--- config.mk ---
export PLATFORM = sky130hd
export DESIGN_NAME = bitmap_set_clear_find_first_top
export DESIGN_NICKNAME = d
export VERILOG_FILES = /design/src/hw/rtl/bscf_pkg.sv /design/src/hw/rtl/bscf_mem.sv /design/src/hw/rtl/bscf_tzc.sv /design/src/hw/rtl/bitmap_set_clear_find_first_top.sv
export SDC_FILE = /design/constraint.sdc
export NUM_CORES = 2
export LEC_CHECK = 0
export BUFFER_PORTS_ARGS = -buffer_cell sky130_fd_sc_hd__buf_2
export CAP_MARGIN = 20
export CORE_MARGIN = 5
export CORE_UTILIZATION = 30
export CTS_CLUSTER_DIAMETER = 120
export CTS_CLUSTER_SIZE = 25
export DETAILED_ROUTE_END_ITERATION = 10
export GPL_ROUTABILITY_DRIVEN = 0
export PLACE_DENSITY = 0.45
export SYNTH_ARGS = -nofsm -noshare
export SYNTH_HDL_FRONTEND = slang
export SYNTH_SLANG_ARGS = --single-unit
export TNS_END_PERCENT = 20
--- constraint.sdc ---
create_clock -name clock -period 8.2 [get_ports clock]
set_clock_uncertainty 0.1 [all_clocks]
set_input_delay 1.64 -clock clock [delete_from_list [all_inputs] [get_ports clock]]
set_output_delay 1.64 -clock clock [all_outputs]
set_load 0.005 [all_outputs]
--- src/hw/rtl/bscf_pkg.sv ---
// shared types and constants for the bit vector set/clear/find-first block
package bscf_pkg;

   // operation codes of an input item
   typedef enum logic [1:0] {
      OP_TEST      = 2'd0,
      OP_SET       = 2'd1,
      OP_CLEAR     = 2'd2,
      OP_CLEAR_ALL = 2'd3
   } op_type;

   // sequencer states
   typedef enum logic [2:0] {
      ST_CLEAR,
      ST_IDLE,
      ST_READ,
      ST_SCAN,
      ST_TZC,
      ST_DONE
   } state_type;

   // trailing zero unit control and status
   typedef struct packed {
      logic        start;
      logic [63:0] word;
   } tzc_ctrl_type;

   typedef struct packed {
      logic       done;
      logic [5:0] pos;
   } tzc_stat_type;

   localparam int WORD_BITS = 64;
   localparam int TZ_STEPS  = 6;

   // halving masks and shift amounts of the lowest-set search
   localparam logic [63:0] TZ_MASK [TZ_STEPS] = '{
      64'h0000_0000_FFFF_FFFF, 64'h0000_FFFF, 64'h00FF, 64'h0F, 64'h3, 64'h1
   };
   localparam logic [5:0] TZ_SHIFT [TZ_STEPS] = '{
      6'd32, 6'd16, 6'd8, 6'd4, 6'd2, 6'd1
   };

   localparam logic [11:0] COUNT_MAX   = 12'd4095;
   localparam logic [11:0] LOWEST_MAX  = 12'd2047;
   localparam logic [11:0] LOWEST_NONE = 12'hFFF;

endpackage

--- src/hw/rtl/bscf_mem.sv ---
// word store: one write port, one registered read port
module bscf_mem #(
   parameter int DEPTH = 32,
   parameter int AW    = 5
) (
   input  logic          clock,
   input  logic          wr_en,
   input  logic [AW-1:0] wr_addr,
   input  logic [63:0]   wr_data,
   input  logic [AW-1:0] rd_addr,
   output logic [63:0]   rd_data
);

   logic [63:0] mem [DEPTH];
   logic [63:0] rd_data_ff;

   always_ff @(posedge clock) begin
      if (wr_en) begin
         mem[wr_addr] <= wr_data;
      end
      rd_data_ff <= mem[rd_addr];
   end

   assign rd_data = rd_data_ff;

endmodule

--- src/hw/rtl/bscf_tzc.sv ---
// iterative trailing zero count of a nonzero word, one halving step a cycle
module bscf_tzc
   import bscf_pkg::*;
(
   input  logic         clock,
   input  logic         reset,
   input  tzc_ctrl_type ctrl,
   output tzc_stat_type stat
);

   logic [63:0] word_ff, word_in;
   logic [5:0]  pos_ff, pos_in;
   logic [2:0]  step_ff, step_in;
   logic        busy_ff, busy_in;
   logic        done_ff, done_in;
   logic        low_zero;

   assign low_zero = (word_ff & TZ_MASK[step_ff]) == 64'd0;

   always_comb begin
      word_in = word_ff;
      pos_in  = pos_ff;
      step_in = step_ff;
      busy_in = busy_ff;
      done_in = 1'b0;
      if (ctrl.start) begin
         word_in = ctrl.word;
         pos_in  = 6'd0;
         step_in = 3'd0;
         busy_in = 1'b1;
      end else if (busy_ff) begin
         if (low_zero) begin
            word_in = word_ff >> TZ_SHIFT[step_ff];
            pos_in  = pos_ff | TZ_SHIFT[step_ff];
         end
         if (step_ff == 3'(TZ_STEPS - 1)) begin
            busy_in = 1'b0;
            done_in = 1'b1;
         end else begin
            step_in = step_ff + 3'd1;
         end
      end
   end

   always_ff @(posedge clock) begin
      if (reset) begin
         busy_ff <= 1'b0;
         done_ff <= 1'b0;
         step_ff <= 3'd0;
      end else begin
         busy_ff <= busy_in;
         done_ff <= done_in;
         step_ff <= step_in;
      end
   end

   always_ff @(posedge clock) begin
      word_ff <= word_in;
      pos_ff  <= pos_in;
   end

   assign stat.done = done_ff;
   assign stat.pos  = pos_ff;

endmodule

--- src/hw/rtl/bitmap_set_clear_find_first_top.sv ---
// bit vector store with test/set/clear/clear-all, running set count and lowest-set search
// test, set, clear pass from accept through read-modify-write (ST_READ) to respond (ST_DONE)
// a new item is taken only once the last is back in idle; a clear that removes the lowest of
//   several set bits adds a trailing zero search, after an upward word scan if its word empties
// clear whole vector sweeps one word a cycle, then responds; reset runs the same sweep
//   with no result, no item taken
module bitmap_set_clear_find_first_top
   import bscf_pkg::*;
#(
   parameter int NBITS  = 2048,
   parameter int NWORDS = 32
) (
   input  logic        clock,
   input  logic        reset,
   input  logic        req_valid,
   output logic        req_ready,
   input  logic [1:0]  req_opcode,
   input  logic [10:0] req_bit_index,
   output logic        rsp_valid,
   input  logic        rsp_ready,
   output logic        rsp_was_set,
   output logic [11:0] rsp_set_count,
   output logic [11:0] rsp_lowest_set
);

   // word address width, width of a stored bit position, set count width and last word address
   localparam int AW    = (NWORDS > 1) ? $clog2(NWORDS) : 1;
   localparam int LW    = AW + 6;
   localparam int CNT_W = $clog2(NBITS + 1);
   localparam logic [AW-1:0] LAST_ADDR = AW'(NWORDS - 1);

   // sequencer and item registers
   state_type      state_ff, state_in;
   op_type         op_ff, op_in;
   logic [10:0]    idx_ff, idx_in;
   logic           in_range_ff, in_range_in;
   logic           was_ff, was_in;
   logic           clr_resp_ff, clr_resp_in;
   logic [AW-1:0]  sweep_addr_ff, sweep_addr_in;
   logic [AW-1:0]  scan_addr_ff, scan_addr_in;

   // vector summary: set count, empty flag and lowest set position
   logic [CNT_W-1:0] count_ff, count_in;
   logic             empty_ff, empty_in;
   logic [LW-1:0]    low_ff, low_in;

   // result register
   logic        rsp_valid_ff, rsp_valid_in;
   logic        rsp_was_ff, rsp_was_in;
   logic [11:0] rsp_count_ff, rsp_count_in;
   logic [11:0] rsp_low_ff, rsp_low_in;

   // memory ports
   logic          wr_en;
   logic [AW-1:0] wr_addr;
   logic [63:0]   wr_data;
   logic [AW-1:0] rd_addr;
   logic [63:0]   rd_data;

   tzc_ctrl_type tzc_ctrl;
   tzc_stat_type tzc_stat;

   // decode of the item held and the word just read
   logic          accept;
   logic [31:0]   req_word_ext;
   logic          req_in_range;
   logic [AW-1:0] addr_ff;
   logic [63:0]   bit_sel;
   logic          was_now;
   logic          do_set;
   logic          do_clr;
   logic [63:0]   new_word;
   logic [LW-1:0] idx_low;
   logic          hit_low;
   logic          need_tzc;
   logic          need_scan;
   logic          sweep_last;
   logic          scan_nz;
   logic          scan_last;
   logic [31:0]   count_ext;
   logic [31:0]   low_ext;

   assign accept       = req_valid && req_ready;
   assign req_word_ext = 32'(req_bit_index[10:6]);
   assign req_in_range = (32'(req_bit_index) < NBITS) && (req_word_ext < NWORDS);

   assign addr_ff  = AW'(32'(idx_ff[10:6]));
   assign bit_sel  = 64'd1 << idx_ff[5:0];
   assign idx_low  = LW'(32'(idx_ff));
   assign was_now  = in_range_ff && ((rd_data & bit_sel) != 64'd0);
   assign do_set   = in_range_ff && (op_ff == OP_SET) && !was_now;
   assign do_clr   = in_range_ff && (op_ff == OP_CLEAR) && was_now;
   assign new_word = do_set ? (rd_data | bit_sel) : (rd_data & ~bit_sel);

   // clearing the lowest bit while others remain forces a new search
   assign hit_low   = do_clr && (count_ff != CNT_W'(1)) && (idx_low == low_ff);
   assign need_tzc  = hit_low && (new_word != 64'd0);
   assign need_scan = hit_low && (new_word == 64'd0) && (addr_ff != LAST_ADDR);

   assign sweep_last = sweep_addr_ff == LAST_ADDR;
   assign scan_nz    = rd_data != 64'd0;
   assign scan_last  = scan_addr_ff == LAST_ADDR;

   assign count_ext = 32'(count_ff);
   assign low_ext   = 32'(low_ff);

   // next state
   always_comb begin
      state_in = state_ff;
      unique case (state_ff)
         ST_CLEAR: begin
            if (sweep_last) begin
               state_in = clr_resp_ff ? ST_DONE : ST_IDLE;
            end
         end
         ST_IDLE: begin
            if (accept) begin
               state_in = (op_type'(req_opcode) == OP_CLEAR_ALL) ? ST_CLEAR : ST_READ;
            end
         end
         ST_READ: begin
            priority if (need_tzc) begin
               state_in = ST_TZC;
            end else if (need_scan) begin
               state_in = ST_SCAN;
            end else begin
               state_in = ST_DONE;
            end
         end
         ST_SCAN: begin
            priority if (scan_nz) begin
               state_in = ST_TZC;
            end else if (scan_last) begin
               state_in = ST_DONE;
            end
         end
         ST_TZC: begin
            if (tzc_stat.done) begin
               state_in = ST_DONE;
            end
         end
         ST_DONE: begin
            state_in = ST_IDLE;
         end
         default: begin
            state_in = ST_CLEAR;
         end
      endcase
   end

   // datapath and register updates
   always_comb begin
      op_in         = op_ff;
      idx_in        = idx_ff;
      in_range_in   = in_range_ff;
      was_in        = was_ff;
      clr_resp_in   = clr_resp_ff;
      sweep_addr_in = sweep_addr_ff;
      scan_addr_in  = scan_addr_ff;
      count_in      = count_ff;
      empty_in      = empty_ff;
      low_in        = low_ff;
      rsp_valid_in  = rsp_valid_ff && !rsp_ready;
      rsp_was_in    = rsp_was_ff;
      rsp_count_in  = rsp_count_ff;
      rsp_low_in    = rsp_low_ff;
      wr_en         = 1'b0;
      wr_addr       = addr_ff;
      wr_data       = new_word;
      rd_addr       = AW'(0);
      tzc_ctrl      = '{start: 1'b0, word: rd_data};

      unique case (state_ff)
         ST_CLEAR: begin
            // zero one word a cycle
            wr_en   = 1'b1;
            wr_addr = sweep_addr_ff;
            wr_data = 64'd0;
            if (sweep_last) begin
               sweep_addr_in = AW'(0);
               count_in      = '0;
               empty_in      = 1'b1;
            end else begin
               sweep_addr_in = sweep_addr_ff + AW'(1);
            end
         end
         ST_IDLE: begin
            rd_addr = AW'(req_word_ext);
            if (accept) begin
               op_in       = op_type'(req_opcode);
               idx_in      = req_bit_index;
               in_range_in = req_in_range;
               was_in      = 1'b0;
               clr_resp_in = op_type'(req_opcode) == OP_CLEAR_ALL;
            end
         end
         ST_READ: begin
            // read-modify-write of the addressed word
            was_in  = was_now;
            wr_en   = do_set || do_clr;
            rd_addr = addr_ff + AW'(1);
            if (do_set) begin
               count_in = count_ff + CNT_W'(1);
               if (empty_ff || (idx_low < low_ff)) begin
                  low_in   = idx_low;
                  empty_in = 1'b0;
               end
            end else if (do_clr) begin
               count_in = count_ff - CNT_W'(1);
               if (count_ff == CNT_W'(1)) begin
                  empty_in = 1'b1;
               end else if (hit_low && !need_tzc && !need_scan) begin
                  empty_in = 1'b1;
               end
            end
            if (need_tzc) begin
               tzc_ctrl     = '{start: 1'b1, word: new_word};
               scan_addr_in = addr_ff;
            end else if (need_scan) begin
               scan_addr_in = addr_ff + AW'(1);
            end
         end
         ST_SCAN: begin
            // walk upward until a nonzero word turns up or the last word reads zero
            rd_addr = scan_addr_ff + AW'(1);
            priority if (scan_nz) begin
               tzc_ctrl = '{start: 1'b1, word: rd_data};
            end else if (scan_last) begin
               empty_in = 1'b1;
            end else begin
               scan_addr_in = scan_addr_ff + AW'(1);
            end
         end
         ST_TZC: begin
            if (tzc_stat.done) begin
               low_in   = {scan_addr_ff, tzc_stat.pos};
               empty_in = 1'b0;
            end
         end
         ST_DONE: begin
            // load the result; count saturates at COUNT_MAX, lowest position at LOWEST_MAX
            rsp_valid_in = 1'b1;
            rsp_was_in   = was_ff;
            rsp_count_in = (count_ext > 32'(COUNT_MAX)) ? COUNT_MAX : count_ext[11:0];
            if (empty_ff) begin
               rsp_low_in = LOWEST_NONE;
            end else begin
               rsp_low_in = (low_ext > 32'(LOWEST_MAX)) ? LOWEST_MAX : low_ext[11:0];
            end
         end
         default: begin
         end
      endcase
   end

   always_ff @(posedge clock) begin
      if (reset) begin
         state_ff      <= ST_CLEAR;
         clr_resp_ff   <= 1'b0;
         sweep_addr_ff <= AW'(0);
         count_ff      <= '0;
         empty_ff      <= 1'b1;
         rsp_valid_ff  <= 1'b0;
      end else begin
         state_ff      <= state_in;
         clr_resp_ff   <= clr_resp_in;
         sweep_addr_ff <= sweep_addr_in;
         count_ff      <= count_in;
         empty_ff      <= empty_in;
         rsp_valid_ff  <= rsp_valid_in;
      end
   end

   always_ff @(posedge clock) begin
      op_ff        <= op_in;
      idx_ff       <= idx_in;
      in_range_ff  <= in_range_in;
      was_ff       <= was_in;
      scan_addr_ff <= scan_addr_in;
      low_ff       <= low_in;
      rsp_was_ff   <= rsp_was_in;
      rsp_count_ff <= rsp_count_in;
      rsp_low_ff   <= rsp_low_in;
   end

   // word memory
   bscf_mem #(
      .DEPTH (NWORDS),
      .AW    (AW)
   ) u_mem (
      .clock   (clock),
      .wr_en   (wr_en),
      .wr_addr (wr_addr),
      .wr_data (wr_data),
      .rd_addr (rd_addr),
      .rd_data (rd_data)
   );

   // shared lowest-set search unit
   bscf_tzc u_tzc (
      .clock (clock),
      .reset (reset),
      .ctrl  (tzc_ctrl),
      .stat  (tzc_stat)
   );

   // take an item only when idle and the result slot is free or draining
   assign req_ready      = (state_ff == ST_IDLE) && (!rsp_valid_ff || rsp_ready);
   assign rsp_valid      = rsp_valid_ff;
   assign rsp_was_set    = rsp_was_ff;
   assign rsp_set_count  = rsp_count_ff;
   assign rsp_lowest_set = rsp_low_ff;

endmodule
==> summary.md <==
| Metric | Value |
|---|---|
| Run status | complete, no violations |
| Combinational family with the most area after synthesis | multiplexers |
| Pleak | 33.0 nW |
| RSZ-0062 raised after global routing | no |
| Reg clk slew, reported paths | 0.11 ns |
| Post-Syn Area per Cell | 16.6 µm² |
| H-Tree Level Count | 3 |
| Setup bufs post-CTS | 0 |
| Total Routing Usage GR | 17.6% |
| Die Area | 0.324 mm² |
| Worst Path Buf+Inv | 2 |
| Critical Path AT | 7.58 ns |
| Tmin final | 7.27 ns |
| Crit path depth | 11 |
| Final core occ | 33.3% |
| Worst-skew pair later-pin latency | 0.80 ns |
| Post-Syn Nets | 5688 |
| Sequential fraction of the synthesis area | 71.4% |
| TritonCTS Buffers | 103 |
| Worst r2r path cells | 11 |
| Headroom to the max-slew limit | 12.4% |
| Synth Area in Adders | 0.346% |
| Layout Nets | 5677 |
| Synth warnings | 0 |
| Total I/O pin count | 44 |
| Max-cap violations | 0 |
| Mapped Area | 0.0939 mm² |
| First-pass GRT wire length | 415000 µm |
| Sequential cell area | 0.0670 mm² |
| Final count of hold timing violations | 0 |
| TNS Setup | 0 ns |
| PostCTS Resize Cnt | 0 |
| Async SR Flop Fraction | 0% |
| DP Cell Count | 9663 |
| Total gr overflow | 0 |
| Crit-path max cell delay | 1.03 ns |
| DP Wirelength | 184000 µm |
| Family with the most delay on the worst path | simple AND/OR/NAND/NOR gates |
| Final number of max-transition violations | 0 |
| Largest net degree at the start of global routing | 84 |
| Clock Tree Root | clkbuf_16 |
| DIE HEIGHT | 569 µm |
| Residual DRC | 0 |
| Initial antenna violation count | 16 |
| Hold_buf cts | 0 |
| Post-synth EDFFs | 2167 |
| Post-synth top area share | 69.3% |
| CP max FO | 25 |
| Die width | 569 µm |
| Vias in the first global route | 52200 |
| Crit-path cells | buf_4, or2_2, nor3_1, a22oi_1, o211a_1, nor3b_2, nand2_1, a31oi_1, nand2_1, nor2_4, buf_4 |
| Req. time, crit path | 8.51 ns |
| Input/output buffers | 43 |
| CP max stage cell | edfxtp_1 |
| Seq cells post-synth | 2265 |
| Mux share of post-synthesis cell area | 14.8% |
| Clock sink count | 2265 |
| Cell variety after synth | 86 |
| Hold WC Path Type | reg2reg |
| Slew of the pin with the lowest slew margin | 1.30 ns |
| Top cells by area, synth | edfxtp_1 69%, mux4_2 12%, nand2_1 2.8% |
| Mapped Cells | 5645 |
| Filler cells | 30100 |
| # setup viols final | 0 |
| Crit path kind | reg2reg |
| Initial Utilization | 30.1% |
| Share of layout cells above drive strength 1 | 18.6% |
| DRT iter0 DRCs | 5770 |
| Drt first pass iters | 6 |
| Vias per inst | 5.32 |
| Fmax | 0.138 GHz |
| Synth area leader | edfxtp_1 |
| Maximum vdd drop | 0.167 mV |
| ANT nets after route | 0 |
| # rows | 205 |
| Endpoint type of the worst setup path | flip-flop |
| Simple-Gate Fraction of Synth Area | 7.64% |
| Longest Clk Path Bufs | 3 |
| Fin crit share | 88.6% |
| Avg WL per Cell | 29.7 µm |
| Multi-input gate area | 0.0258 mm² |
| Area delta synth->final | 10.5% |
| Synth Area in XOR/XNOR | 0.205% |
| TritonCTS clock tree | done |
| Core ar. | 0.312 mm² |
| Post-synthesis compound-gate area fraction | 3.79% |
| Hold Path Depth | 0 |
| Fin cells | 9850 |
| Top FF cell, synth | edfxtp_1 |
| DR vias | 52400 |
| Final Routed Wirelength | 292000 µm |
| PwrDens | 187 mW/mm² |
| Nature of the critical path startpoint | flip-flop |
==> path summary, 6_finish.rpt <==
path                   from           endpoint  slack [ns]
setup / recovery  idx_ff[0]  u_mem.mem[11][29]        0.93
hold / removal       was_ff        rsp_was_set        0.33
setup reg to reg  idx_ff[0]  u_mem.mem[11][29]        0.93
hold reg to reg      was_ff        rsp_was_set        0.33
==> worst register-to-register path, cell delays in order, from the launching register on <==
cell and delay (ns):
edfxtp_1 1.03, buf_4 0.48, or2_2 0.53, nor3_1 0.13, a22oi_1 0.19, o211a_1 0.28, nor3b_2 0.46, nand2_1 0.60
a31oi_1 0.91, nand2_1 0.76, nor2_4 0.76, buf_4 0.56
==> flip-flops by register name, indices dropped and copies added, names as in the netlist, 2 cells and up <==
register / cells
u_tzc.word_ff: 64
state_ff: 3
idx_ff: 11
rsp_set_count: 12
u_mem.rd_data: 64
sweep_addr_ff: 5
u_tzc.step_ff: 3
scan_addr_ff: 5
u_tzc.pos_ff: 6
low_ff: 11
op_ff: 2
count_ff: 12
rsp_lowest_set: 12
u_mem.mem: 2048
==> synthesized netlist by cell type, types with 6 or more instances <==
library cell,count
a22o_1,14
a22oi_1,12
nand3_1,350
nand2b_1,18
clkbuf_1,231
buf_1,106
nor3_1,51
xor2_1,11
and3_1,11
nand4_1,20
o21ai_1,19
nand4bb_1,6
a211oi_1,21
inv_1,41
buf_2,24
o21a_1,12
and2_1,7
o21ai_0,159
nor2b_1,11
buf_6,13
xnor2_1,11
ha_1,26
o211ai_1,36
nor2_1,302
o22a_1,12
nand2_1,710
o22ai_1,29
mux2_2,24
a21boi_0,8
mux4_2,513
a31oi_1,13
dfxtp_1,98
nor4_1,29
o32ai_1,18
nor3b_1,8
a21oi_1,156
mux2i_1,207
edfxtp_1,2167
or3_1,11
or2_2,17
==> power breakdown <==
group | total [mW] | switching [mW] | internal, mW
registers | 12.8 | 0.144 | 12.6
logic | 0.504 | 0.354 | 0.150
clock network | 6.12 | 3.67 | 2.45
==> cells by family (layout without fill, tap and decap cells) <==
family | count (synthesis) | in the layout
xor+xnor | 22 | 22
flops | 2265 | 2265
fa+ha+maj | 26 | 26
compound gates | 572 | 572
simple gates | 1596 | 1596
other cells | 0 | 6
buf+inv | 420 | 479
mux | 744 | 744
==> routing by layer <==
metal / track usage (%) / up-vias / wire, µm
met3: 2.22 / 349 / 16800
met4: 4.04 / 4 / 7430
met5: 0 / - / 20
li1: - / 22100 / -
met2: 28.2 / 1771 / 137000
met1: 25.6 / 28200 / 132000
==> cell type report <==
type,instances,share of cell area [%]
Sequential cell,2265,64.6
Multi-Input combinational cell,2960,24.9
Tap cell,4140,4.99
Clock buffer,163,2.75
Timing Repair Buffer,262,2.38
Clock inverter,12,0.164
Inverter,42,0.152
Antenna cell,6,0.0145
==> stage by stage <==
step	hold slack, ns	instance area (µm²)	power (mW)	setup WS, ns
global route	0.335	104000	20.1	0.848
floorplan	0.300	93900	13.2	2.19
global placement	0.316	100000	13.5	1.15
detailed placement	0.305	101000	13.5	1.27
CTS	0.330	104000	19.6	1.24
finish	0.329	104000	19.4	0.932
==> cell usage in the layout, fill, tap and decap left out, types with 57 or more instances in the layout <==
cell type  synthesis  routed
edfxtp_1        2167    2167
clkbuf_16          0     105
nor2_4             0      58
dfxtp_1           98      96
a21oi_1          156     135
nand2_1          710     709
nor2_1           302     226
mux2i_1          207     207
mux4_2           513     513
o21ai_0          159     158
clkbuf_1         231      57
nand3_1          350     350
buf_4              4     167
Note: power is estimated with default switching activity, not from simulation.
